## config.mk

```make
export PLATFORM = sky130hd
export DESIGN_NAME = refcounted_handle_allocator_core
export DESIGN_NICKNAME = d
export VERILOG_FILES = /design/src/sv/rhac_pkg.sv /design/src/sv/rhac_ram.sv /design/src/sv/rhac_exec.sv /design/src/sv/refcounted_handle_allocator_core.sv
export VERILOG_INCLUDE_DIRS = /design/src /design/src/sv
export SDC_FILE = /design/constraint.sdc
export NUM_CORES = 2
export LEC_CHECK = 0
export BUFFER_PORTS_ARGS = -buffer_cell sky130_fd_sc_hd__buf_4
export CELL_PAD_IN_SITES_DETAIL_PLACEMENT = 1
export CELL_PAD_IN_SITES_GLOBAL_PLACEMENT = 1
export CORE_MARGIN = 2
export CORE_UTILIZATION = 40
export DETAILED_ROUTE_END_ITERATION = 10
export PLACE_DENSITY = 0.72
export SLEW_MARGIN = 20
export SYNTH_ARGS = -nofsm -noshare
export SYNTH_HDL_FRONTEND = slang
export SYNTH_SLANG_ARGS = --single-unit
```

## constraint.sdc

```tcl
create_clock -name clk -period 10.7 [get_ports clk]
set_input_delay 0 -clock clk [delete_from_list [all_inputs] [get_ports clk]]
set_output_delay 0 -clock clk [all_outputs]
set_load 0.005 [all_outputs]
```

## src/sv/refcounted_handle_allocator_core_macros.svh

```systemverilog
// ----------------------------------------------------------------------------
// Assertion macros for the handle allocator core
// Same-cycle and next-cycle implication checks, compiled out for synthesis.
// ----------------------------------------------------------------------------
`ifndef REFCOUNTED_HANDLE_ALLOCATOR_CORE_MACROS_SVH
`define REFCOUNTED_HANDLE_ALLOCATOR_CORE_MACROS_SVH

`ifndef SYNTHESIS
`define RHAC_ASSERT_NOW(label, ante, cons) \
    label: assert property (@(posedge clk) disable iff (!rst_n) (ante) |-> (cons)) \
        else $error("rhac: same-cycle check failed");
`define RHAC_ASSERT_NEXT(label, ante, cons) \
    label: assert property (@(posedge clk) disable iff (!rst_n) (ante) |=> (cons)) \
        else $error("rhac: next-cycle check failed");
`else
`define RHAC_ASSERT_NOW(label, ante, cons)
`define RHAC_ASSERT_NEXT(label, ante, cons)
`endif

`endif

```

## src/sv/rhac_pkg.sv

```systemverilog
// ----------------------------------------------------------------------------
// rhac_pkg
// Types and constants shared by the handle allocator core.
// ----------------------------------------------------------------------------
`timescale 1ns / 1ps

package rhac_pkg;

    localparam int ENTRIES    = 128;
    localparam int COUNT_BITS = 16;
    localparam int IDX_W      = $clog2(ENTRIES);
    localparam int DEPTH_W    = $clog2(ENTRIES + 1);

    localparam int HANDLE_W   = 8;
    localparam int CNT_OUT_W  = 16;
    localparam int STATUS_W   = 3;
    localparam int FREE_W     = 8;

    localparam logic [COUNT_BITS-1:0] COUNT_MAX  = '1;
    localparam logic [HANDLE_W:0]     HANDLE_TOP = (HANDLE_W + 1)'(ENTRIES);
    localparam logic [DEPTH_W-1:0]    DEPTH_FULL = DEPTH_W'(ENTRIES);

    localparam logic [1:0] OP_ALLOC = 2'd0;
    localparam logic [1:0] OP_ADD   = 2'd1;
    localparam logic [1:0] OP_REL   = 2'd2;

    localparam logic [STATUS_W-1:0] ST_OK    = 3'd0;
    localparam logic [STATUS_W-1:0] ST_FULL  = 3'd1;
    localparam logic [STATUS_W-1:0] ST_BAD   = 3'd2;
    localparam logic [STATUS_W-1:0] ST_UNDER = 3'd3;
    localparam logic [STATUS_W-1:0] ST_SAT   = 3'd4;

    typedef enum logic [1:0] {
        S_IDLE,
        S_STACK,
        S_EXEC
    } state_t;

    typedef struct packed {
        logic [1:0]          operation;
        logic [HANDLE_W-1:0] handle;
    } req_t;

    typedef struct packed {
        logic [HANDLE_W-1:0]  granted_handle;
        logic                 entry_freed;
        logic [CNT_OUT_W-1:0] ref_count_after;
        logic [STATUS_W-1:0]  status;
        logic [FREE_W-1:0]    free_entries;
    } rsp_t;

    typedef struct packed {
        logic [1:0]            op;
        logic                  bad;
        logic [IDX_W-1:0]      idx;
        logic [COUNT_BITS-1:0] count;
        logic [DEPTH_W-1:0]    depth;
    } exec_in_t;

    typedef struct packed {
        logic                  cnt_we;
        logic [COUNT_BITS-1:0] cnt_wdata;
        logic                  stk_we;
        logic [IDX_W-1:0]      stk_waddr;
        logic [IDX_W-1:0]      stk_wdata;
        logic [DEPTH_W-1:0]    depth;
    } exec_upd_t;

endpackage

```

## src/sv/rhac_ram.sv

```systemverilog
// ----------------------------------------------------------------------------
// rhac_ram
// Simple dual-port RAM: one write port, one read port, registered read data.
// ----------------------------------------------------------------------------
`timescale 1ns / 1ps

module rhac_ram #(
    parameter int  WIDTH  = 16,
    parameter int  DEPTH  = 128,
    localparam int ADDR_W = $clog2(DEPTH)
) (
    input  logic              clk,
    input  logic              wr_en,
    input  logic [ADDR_W-1:0] wr_addr,
    input  logic [WIDTH-1:0]  wr_data,
    input  logic              rd_en,
    input  logic [ADDR_W-1:0] rd_addr,
    output logic [WIDTH-1:0]  rd_data
);

    logic [WIDTH-1:0] mem [DEPTH];

    always_ff @(posedge clk)
    begin
        if (wr_en)
        begin
            mem[wr_addr] <= wr_data;
        end
        if (rd_en)
        begin
            rd_data <= mem[rd_addr];
        end
    end

endmodule

```

## src/sv/rhac_exec.sv

```systemverilog
// ----------------------------------------------------------------------------
// rhac_exec
// Count update, stack push/pop and response build for one request.
// ----------------------------------------------------------------------------
`timescale 1ns / 1ps

module rhac_exec import rhac_pkg::*; (
    input  exec_in_t  x,
    output exec_upd_t upd,
    output rsp_t      rsp
);

    always_comb
    begin
        upd = '0;
        rsp = '0;
        upd.depth = x.depth;
        unique case (x.op)
            OP_ALLOC:
            begin
                if (x.bad)
                begin
                    rsp.status = ST_FULL;
                end
                else
                begin
                    upd.depth              = x.depth - DEPTH_W'(1);
                    rsp.granted_handle     = HANDLE_W'(x.idx) + HANDLE_W'(1);
                    rsp.ref_count_after    = CNT_OUT_W'(x.count);
                end
            end
            OP_ADD:
            begin
                if (x.bad)
                begin
                    rsp.status = ST_BAD;
                end
                else if (x.count == COUNT_MAX)
                begin
                    rsp.status          = ST_SAT;
                    rsp.ref_count_after = CNT_OUT_W'(COUNT_MAX);
                end
                else
                begin
                    upd.cnt_we          = 1'b1;
                    upd.cnt_wdata       = x.count + COUNT_BITS'(1);
                    rsp.ref_count_after = CNT_OUT_W'(upd.cnt_wdata);
                end
            end
            OP_REL:
            begin
                if (x.bad)
                begin
                    rsp.status = ST_BAD;
                end
                else if (x.count == '0)
                begin
                    rsp.status = ST_UNDER;
                end
                else
                begin
                    upd.cnt_we          = 1'b1;
                    upd.cnt_wdata       = x.count - COUNT_BITS'(1);
                    rsp.ref_count_after = CNT_OUT_W'(upd.cnt_wdata);
                    if (upd.cnt_wdata == '0)
                    begin
                        rsp.entry_freed = 1'b1;
                        if (x.depth < DEPTH_FULL)
                        begin
                            upd.stk_we    = 1'b1;
                            upd.stk_waddr = x.depth[IDX_W-1:0];
                            upd.stk_wdata = x.idx;
                            upd.depth     = x.depth + DEPTH_W'(1);
                        end
                    end
                end
            end
            default:
            begin
            end
        endcase
        rsp.free_entries = FREE_W'(upd.depth);
    end

endmodule

```

## src/sv/refcounted_handle_allocator_core.sv

```systemverilog
// ----------------------------------------------------------------------------
// refcounted_handle_allocator_core
// Handle allocator with a free-index stack and per-entry reference counts.
// ----------------------------------------------------------------------------
// Channel | Direction | Signals                   | Payload
// req     | in        | req_valid / req_ready     | req_t: operation, handle
// rsp     | out       | rsp_valid / rsp_ready     | rsp_t: granted_handle .. free_entries
//
// Add and release: count RAM read, then update and write back.
// Allocate: stack RAM read, then count RAM read, then finish.
// A full table, a bad handle or an unknown operation goes straight to the finish step.
// Reset clears the valid bits of both RAMs; no clearing pass is needed.
// A response waiting on rsp_ready holds the block in its final step.
// ----------------------------------------------------------------------------
`timescale 1ns / 1ps

`include "refcounted_handle_allocator_core_macros.svh"

module refcounted_handle_allocator_core import rhac_pkg::*; (
    input  logic clk,
    input  logic rst_n,
    input  logic req_valid,
    output logic req_ready,
    input  req_t req,
    output logic rsp_valid,
    input  logic rsp_ready,
    output rsp_t rsp
);

    state_t                state_reg, state_next;
    logic [1:0]            op_reg, op_next;
    logic                  bad_reg, bad_next;
    logic [IDX_W-1:0]      idx_reg, idx_next;
    logic [IDX_W-1:0]      saddr_reg, saddr_next;
    logic [DEPTH_W-1:0]    depth_reg, depth_next;
    logic                  rsp_valid_reg, rsp_valid_next;
    rsp_t                  rsp_reg, rsp_next;
    logic [ENTRIES-1:0]    stk_vld_reg, stk_vld_next;
    logic [ENTRIES-1:0]    cnt_vld_reg, cnt_vld_next;

    logic                  stk_rd_en, cnt_rd_en;
    logic [IDX_W-1:0]      stk_rd_addr, cnt_rd_addr;
    logic [IDX_W-1:0]      stk_rd_data;
    logic [COUNT_BITS-1:0] cnt_rd_data;
    logic                  finish;
    logic                  h_bad;
    exec_in_t              ex_in;
    exec_upd_t             ex_upd;
    rsp_t                  ex_rsp;

    rhac_ram #(.WIDTH(IDX_W), .DEPTH(ENTRIES)) u_stack_ram (
        .clk     (clk),
        .wr_en   (finish && ex_upd.stk_we),
        .wr_addr (ex_upd.stk_waddr),
        .wr_data (ex_upd.stk_wdata),
        .rd_en   (stk_rd_en),
        .rd_addr (stk_rd_addr),
        .rd_data (stk_rd_data)
    );

    rhac_ram #(.WIDTH(COUNT_BITS), .DEPTH(ENTRIES)) u_count_ram (
        .clk     (clk),
        .wr_en   (finish && ex_upd.cnt_we),
        .wr_addr (idx_reg),
        .wr_data (ex_upd.cnt_wdata),
        .rd_en   (cnt_rd_en),
        .rd_addr (cnt_rd_addr),
        .rd_data (cnt_rd_data)
    );

    always_comb
    begin
        ex_in.op    = op_reg;
        ex_in.bad   = bad_reg;
        ex_in.idx   = idx_reg;
        ex_in.count = cnt_vld_reg[idx_reg] ? cnt_rd_data : '0;
        ex_in.depth = depth_reg;
    end

    rhac_exec u_exec (
        .x   (ex_in),
        .upd (ex_upd),
        .rsp (ex_rsp)
    );

    assign req_ready = (state_reg == S_IDLE);
    assign rsp_valid = rsp_valid_reg;
    assign rsp       = rsp_reg;
    assign h_bad     = (req.handle == '0) || ({1'b0, req.handle} > HANDLE_TOP);

    always_comb
    begin
        state_next     = state_reg;
        op_next        = op_reg;
        bad_next       = bad_reg;
        idx_next       = idx_reg;
        saddr_next     = saddr_reg;
        depth_next     = depth_reg;
        rsp_valid_next = rsp_valid_reg;
        rsp_next       = rsp_reg;
        stk_vld_next   = stk_vld_reg;
        cnt_vld_next   = cnt_vld_reg;
        stk_rd_en      = 1'b0;
        stk_rd_addr    = saddr_reg;
        cnt_rd_en      = 1'b0;
        cnt_rd_addr    = idx_reg;
        finish         = 1'b0;

        if (rsp_valid_reg && rsp_ready)
        begin
            rsp_valid_next = 1'b0;
        end

        unique case (state_reg)
            S_IDLE:
            begin
                if (req_valid)
                begin
                    op_next    = req.operation;
                    state_next = S_EXEC;
                    bad_next   = 1'b0;
                    priority if (req.operation == OP_ALLOC)
                    begin
                        if (depth_reg == '0)
                        begin
                            bad_next = 1'b1;
                        end
                        else
                        begin
                            stk_rd_en   = 1'b1;
                            stk_rd_addr = IDX_W'(depth_reg - DEPTH_W'(1));
                            saddr_next  = stk_rd_addr;
                            state_next  = S_STACK;
                        end
                    end
                    else if (req.operation == OP_ADD || req.operation == OP_REL)
                    begin
                        bad_next    = h_bad;
                        idx_next    = IDX_W'(req.handle - HANDLE_W'(1));
                        cnt_rd_en   = !h_bad;
                        cnt_rd_addr = idx_next;
                    end
                    else
                    begin
                        bad_next = 1'b0;
                    end
                end
            end
            S_STACK:
            begin
                idx_next    = stk_vld_reg[saddr_reg] ? stk_rd_data : saddr_reg;
                cnt_rd_en   = 1'b1;
                cnt_rd_addr = idx_next;
                state_next  = S_EXEC;
            end
            S_EXEC:
            begin
                if (!rsp_valid_reg || rsp_ready)
                begin
                    finish         = 1'b1;
                    rsp_next       = ex_rsp;
                    rsp_valid_next = 1'b1;
                    depth_next     = ex_upd.depth;
                    state_next     = S_IDLE;
                    if (ex_upd.stk_we)
                    begin
                        stk_vld_next[ex_upd.stk_waddr] = 1'b1;
                    end
                    if (ex_upd.cnt_we)
                    begin
                        cnt_vld_next[idx_reg] = 1'b1;
                    end
                end
            end
            default:
            begin
                state_next = S_IDLE;
            end
        endcase
    end

    always_ff @(posedge clk or negedge rst_n)
    begin
        if (!rst_n)
        begin
            state_reg     <= S_IDLE;
            depth_reg     <= DEPTH_FULL;
            rsp_valid_reg <= 1'b0;
            stk_vld_reg   <= '0;
            cnt_vld_reg   <= '0;
        end
        else
        begin
            state_reg     <= state_next;
            depth_reg     <= depth_next;
            rsp_valid_reg <= rsp_valid_next;
            stk_vld_reg   <= stk_vld_next;
            cnt_vld_reg   <= cnt_vld_next;
        end
    end

    always_ff @(posedge clk)
    begin
        op_reg    <= op_next;
        bad_reg   <= bad_next;
        idx_reg   <= idx_next;
        saddr_reg <= saddr_next;
        rsp_reg   <= rsp_next;
    end

    `RHAC_ASSERT_NEXT(a_accept_busy, req_valid && req_ready, state_reg != S_IDLE)
    `RHAC_ASSERT_NOW(a_full_empty, rsp_valid_reg && rsp_reg.status == ST_FULL, rsp_reg.free_entries == '0)
    `RHAC_ASSERT_NOW(a_freed_zero, rsp_valid_reg && rsp_reg.entry_freed, rsp_reg.ref_count_after == '0 && rsp_reg.status == ST_OK)
    `RHAC_ASSERT_NOW(a_grant_ok, rsp_valid_reg && rsp_reg.granted_handle != '0, rsp_reg.status == ST_OK)

endmodule

```

==> metrics.txt <==
status=finished, final reports clean; Pint=24990 µW; cells on worst reg2reg path=16; CP Class=reg2reg; register area share after synthesis=0.7353; # IOs=52; Ys Warns=0; Worst-Skew Late Latency=0.91 ns; gp weighted congestion=0.9747; die width=579.0 µm; crit path capture type=flop; setup ws final=1.407 ns; Layout area overhead=13.33%; Top Registers=u_count_ram.mem x2048, u_stack_ram.mem x896; Post-Synth Adder-Cell Area=0.001419; root buf cell=clkbuf_16; Fin Hold WS=0.1948 ns; CP Launch Type=flop; top cells by area, synth=edfxtp_1, mux4_2, dfrtp_1; required time of the critical path=11.17 ns; RSZ-0062 raised after global routing=no; initial antenna violation count=25; Syn Area/Cell=15.70 µm²; Yosys top cell by area=edfxtp_1; CTS tree=done; sequential power share=0.367; Unique masters post-synth=81; GRT overflow=0; ys async rst share=0.08123; Post-synth EDFFs=3006; Worst Hold Path EP=bad_reg$_DFFE_PP_; DRT iter0 DRCs=11420; top-area cell type share of the netlist area=0.6827; Clock Tree Buf Depth=4; combinational power share=0.347; Net Switching=15300 µW; post-DP HPWL=278000 µm; layout cells sized above 1=0.1863; post-DR wirelength/cell=34.15 µm; DRC=0; Placeable Area=329700 µm²; Worst Tran Pin Value=1.297 ns; CTS Sinks=3287; Clk pwr share=0.286; mapped cell area=132200 µm²; Layout Skew=0.08788 ns; clock-pin slew on the worst setup and hold paths=0.07 ns; reg2reg start=idx_reg[1]$_DFF_P_; Synth Area in Compound Gates=0.04981; Leak=0.05073 µW; Critical R2R Capture=u_stack_ram.mem[91][0]$_DFFE_PP_; Cell Rows=211; register bit total from synthesis=3287; post-synthesis xor/xnor area fraction=0.002318; R2R Setup Slk=1.41 ns; final-report hold violation count=0; first-pass GRT wire length=636800 µm; clock buffer count from CTS=330; Switching Fraction=0.3797; mux share of post-synthesis cell area=0.09917; worst slack, placed=1.702 ns; max reg flops=2048; Initial Utilization=0.4010; die height=579.0 µm; fin crit share=0.8685; clock period minus worst slack=9.293 ns; Routed Wire Length=451400 µm; Final Setup Violations=0; most used flip-flop cell after synthesis=edfxtp_1; post-synth net total=8449; min-delay src=req_valid; fmax=107.6 MHz; Setup TNS=0 ns; drt pass-1 iters=6; largest family of logic cells by synthesized area=multiplexers; final slew viol count=0; Slew HR=0.1352; Reg with most FFs=u_count_ram.mem; Vias=82750; Worst IR Drop VDD=0.4285 mV; # port buffers=51; vias per cell=6.261; Clock H-tree levels=5; Total GRT Usage=0.2652; Arr. time, crit path=9.76 ns; Mapped Cells=8420; Final #Nets=8599; Simple-Gate Fraction of Synth Area=0.09430; antenna viol nets, final=0; vias in the first global route=83000; worst-path fanout max=45; Hold Crit Class=in2reg; Max-Cap Viols=0; pin count of the biggest net entering global routing=157; die footprint=335200 µm²; worst hold stages=3; P per Cell Area=268.9 nW/µm²
[how the worst max path moves through the flow]
stage,slack (ns),cells after the start,to,startpoint
2_1_floorplan,0.39,19,u_count_ram.mem[0][3]$_DFFE_PP_,idx_reg[2]$_DFF_P_
3_3_place_gp,1.88,16,u_stack_ram.mem[59][0]$_DFFE_PP_,idx_reg[1]$_DFF_P_
3_5_place_dp,1.70,16,u_stack_ram.mem[91][0]$_DFFE_PP_,idx_reg[1]$_DFF_P_
4_1_cts,1.63,16,u_stack_ram.mem[91][0]$_DFFE_PP_,idx_reg[1]$_DFF_P_
5_1_grt,1.14,16,u_stack_ram.mem[91][0]$_DFFE_PP_,idx_reg[1]$_DFF_P_
6_report,1.41,16,u_stack_ram.mem[91][0]$_DFFE_PP_,idx_reg[1]$_DFF_P_
[power groups by stage]
| stage | logic, µW | registers, µW | clock network [µW] |
|---|---|---|---|
| after global routing | 14400 | 14800 | 12000 |
| after floorplan | 7890 | 14900 | 0 |
| after global placement | 13200 | 15000 | 0 |
| after CTS | 13600 | 14800 | 11600 |
| final | 14000 | 14800 | 11500 |
| after detailed placement | 13500 | 15000 | 0 |
[per-layer routing]
layer	GRT usage	vias up	wire length, µm
met2	0.4032	5429	203000
met5	0	-	101
li1	-	32750	-
met1	0.3614	43490	174100
met4	0.1173	16	22800
met3	0.06567	1065	51420
[cell usage after synthesis, types with 21 or more instances]
cell      count
nand2_1    1289
xnor2_1      24
a221oi_1     35
buf_2       117
a31oi_1      76
o21ai_0      95
and3_1      109
buf_1        79
mux2i_1     365
a21oi_1     270
a311oi_1     44
nand3_1     485
edfxtp_1   3006
nor2_1      422
o211ai_1     28
o221ai_1     23
a221o_1      57
nand3b_1     31
a22o_1       25
nor3_1       85
a211oi_1     38
dfrtp_1     266
mux4_2      412
nor2b_1      23
a22oi_1      48
o22ai_1      31
o21bai_1     61
or2_2       190
nor4_1       21
clkbuf_1    310
inv_1        34
nand4_1      51
[metrics by stage]
step	utilization	power, µW	cells	instance area [µm²]
2_1_floorplan	-	22770	8420	132200
3_3_place_gp	0.4214	28190	12590	139000
3_5_place_dp	0.4221	28530	12590	139200
4_1_cts	0.4543	39960	13210	149800
5_1_grt	0.4544	41210	13210	149800
6_report	0.4545	40290	13220	149900
[critical path: stages (launching register included)]
cell	delay, ns
dfxtp_2	1.02
nor2_1	0.52
a221o_1	0.44
a221o_1	0.31
mux4_2	0.47
mux4_2	0.81
and2_1	0.35
inv_1	0.11
ha_1	0.58
clkinv_1	0.43
nor3b_1	0.29
o211ai_1	0.13
nor3_1	0.33
and4_1	0.66
and2_1	0.49
nand3_2	0.92
nor2_1	0.90
[layout make-up]
cell class / count / area, µm²
clock inverters: 183 / 1698
clock buffers: 418 / 8763
flip-flops and latches: 3287 / 97240
inverters: 41 / 180.2
fillers: 31970 / 179900
multi-input cells: 4571 / 33590
repair buffers: 339 / 2898
diodes: 10 / 25.02
well taps: 4366 / 5463
[cells in the final DEF (no fill, tap or decap), types with 28 or more instances in the layout]
cell type	n
buf_4	301
a221o_1	57
nand2_1	1283
edfxtp_1	3006
nor2_4	45
clkbuf_1	75
or2_2	190
o22ai_1	28
nand3_1	482
clkbuf_16	334
nor3_1	80
mux2i_1	361
dfrtp_1	266
nand4_1	51
o21bai_1	61
a221oi_1	35
inv_1	31
a22oi_1	48
a211oi_1	37
and3_1	102
a311oi_1	43
nor2_2	90
a31oi_1	76
clkinv_2	51
clkinv_1	57
o21ai_0	93
mux4_2	412
o211ai_1	28
nor2_1	287
a21oi_1	266
nand3b_1	31
[cell families after synthesis]
| logic type | count (synthesis) |
|---|---|
| flip-flops | 3287 |
| multiplexers | 793 |
| AO/OA/AOI/OAI | 954 |
| buffers and inverters | 562 |
| XOR/XNOR | 35 |
| adder cells (fa/ha/maj) | 15 |
| AND/OR/NAND/NOR | 2774 |
[timing repair]
action                    4_1_cts  5_1_grt
setup buffers                   0        0
gates resized for setup         0        0
hold buffers                   13        0
hold endpoints to repair      232        0
Power figures use the tool's default switching activity.
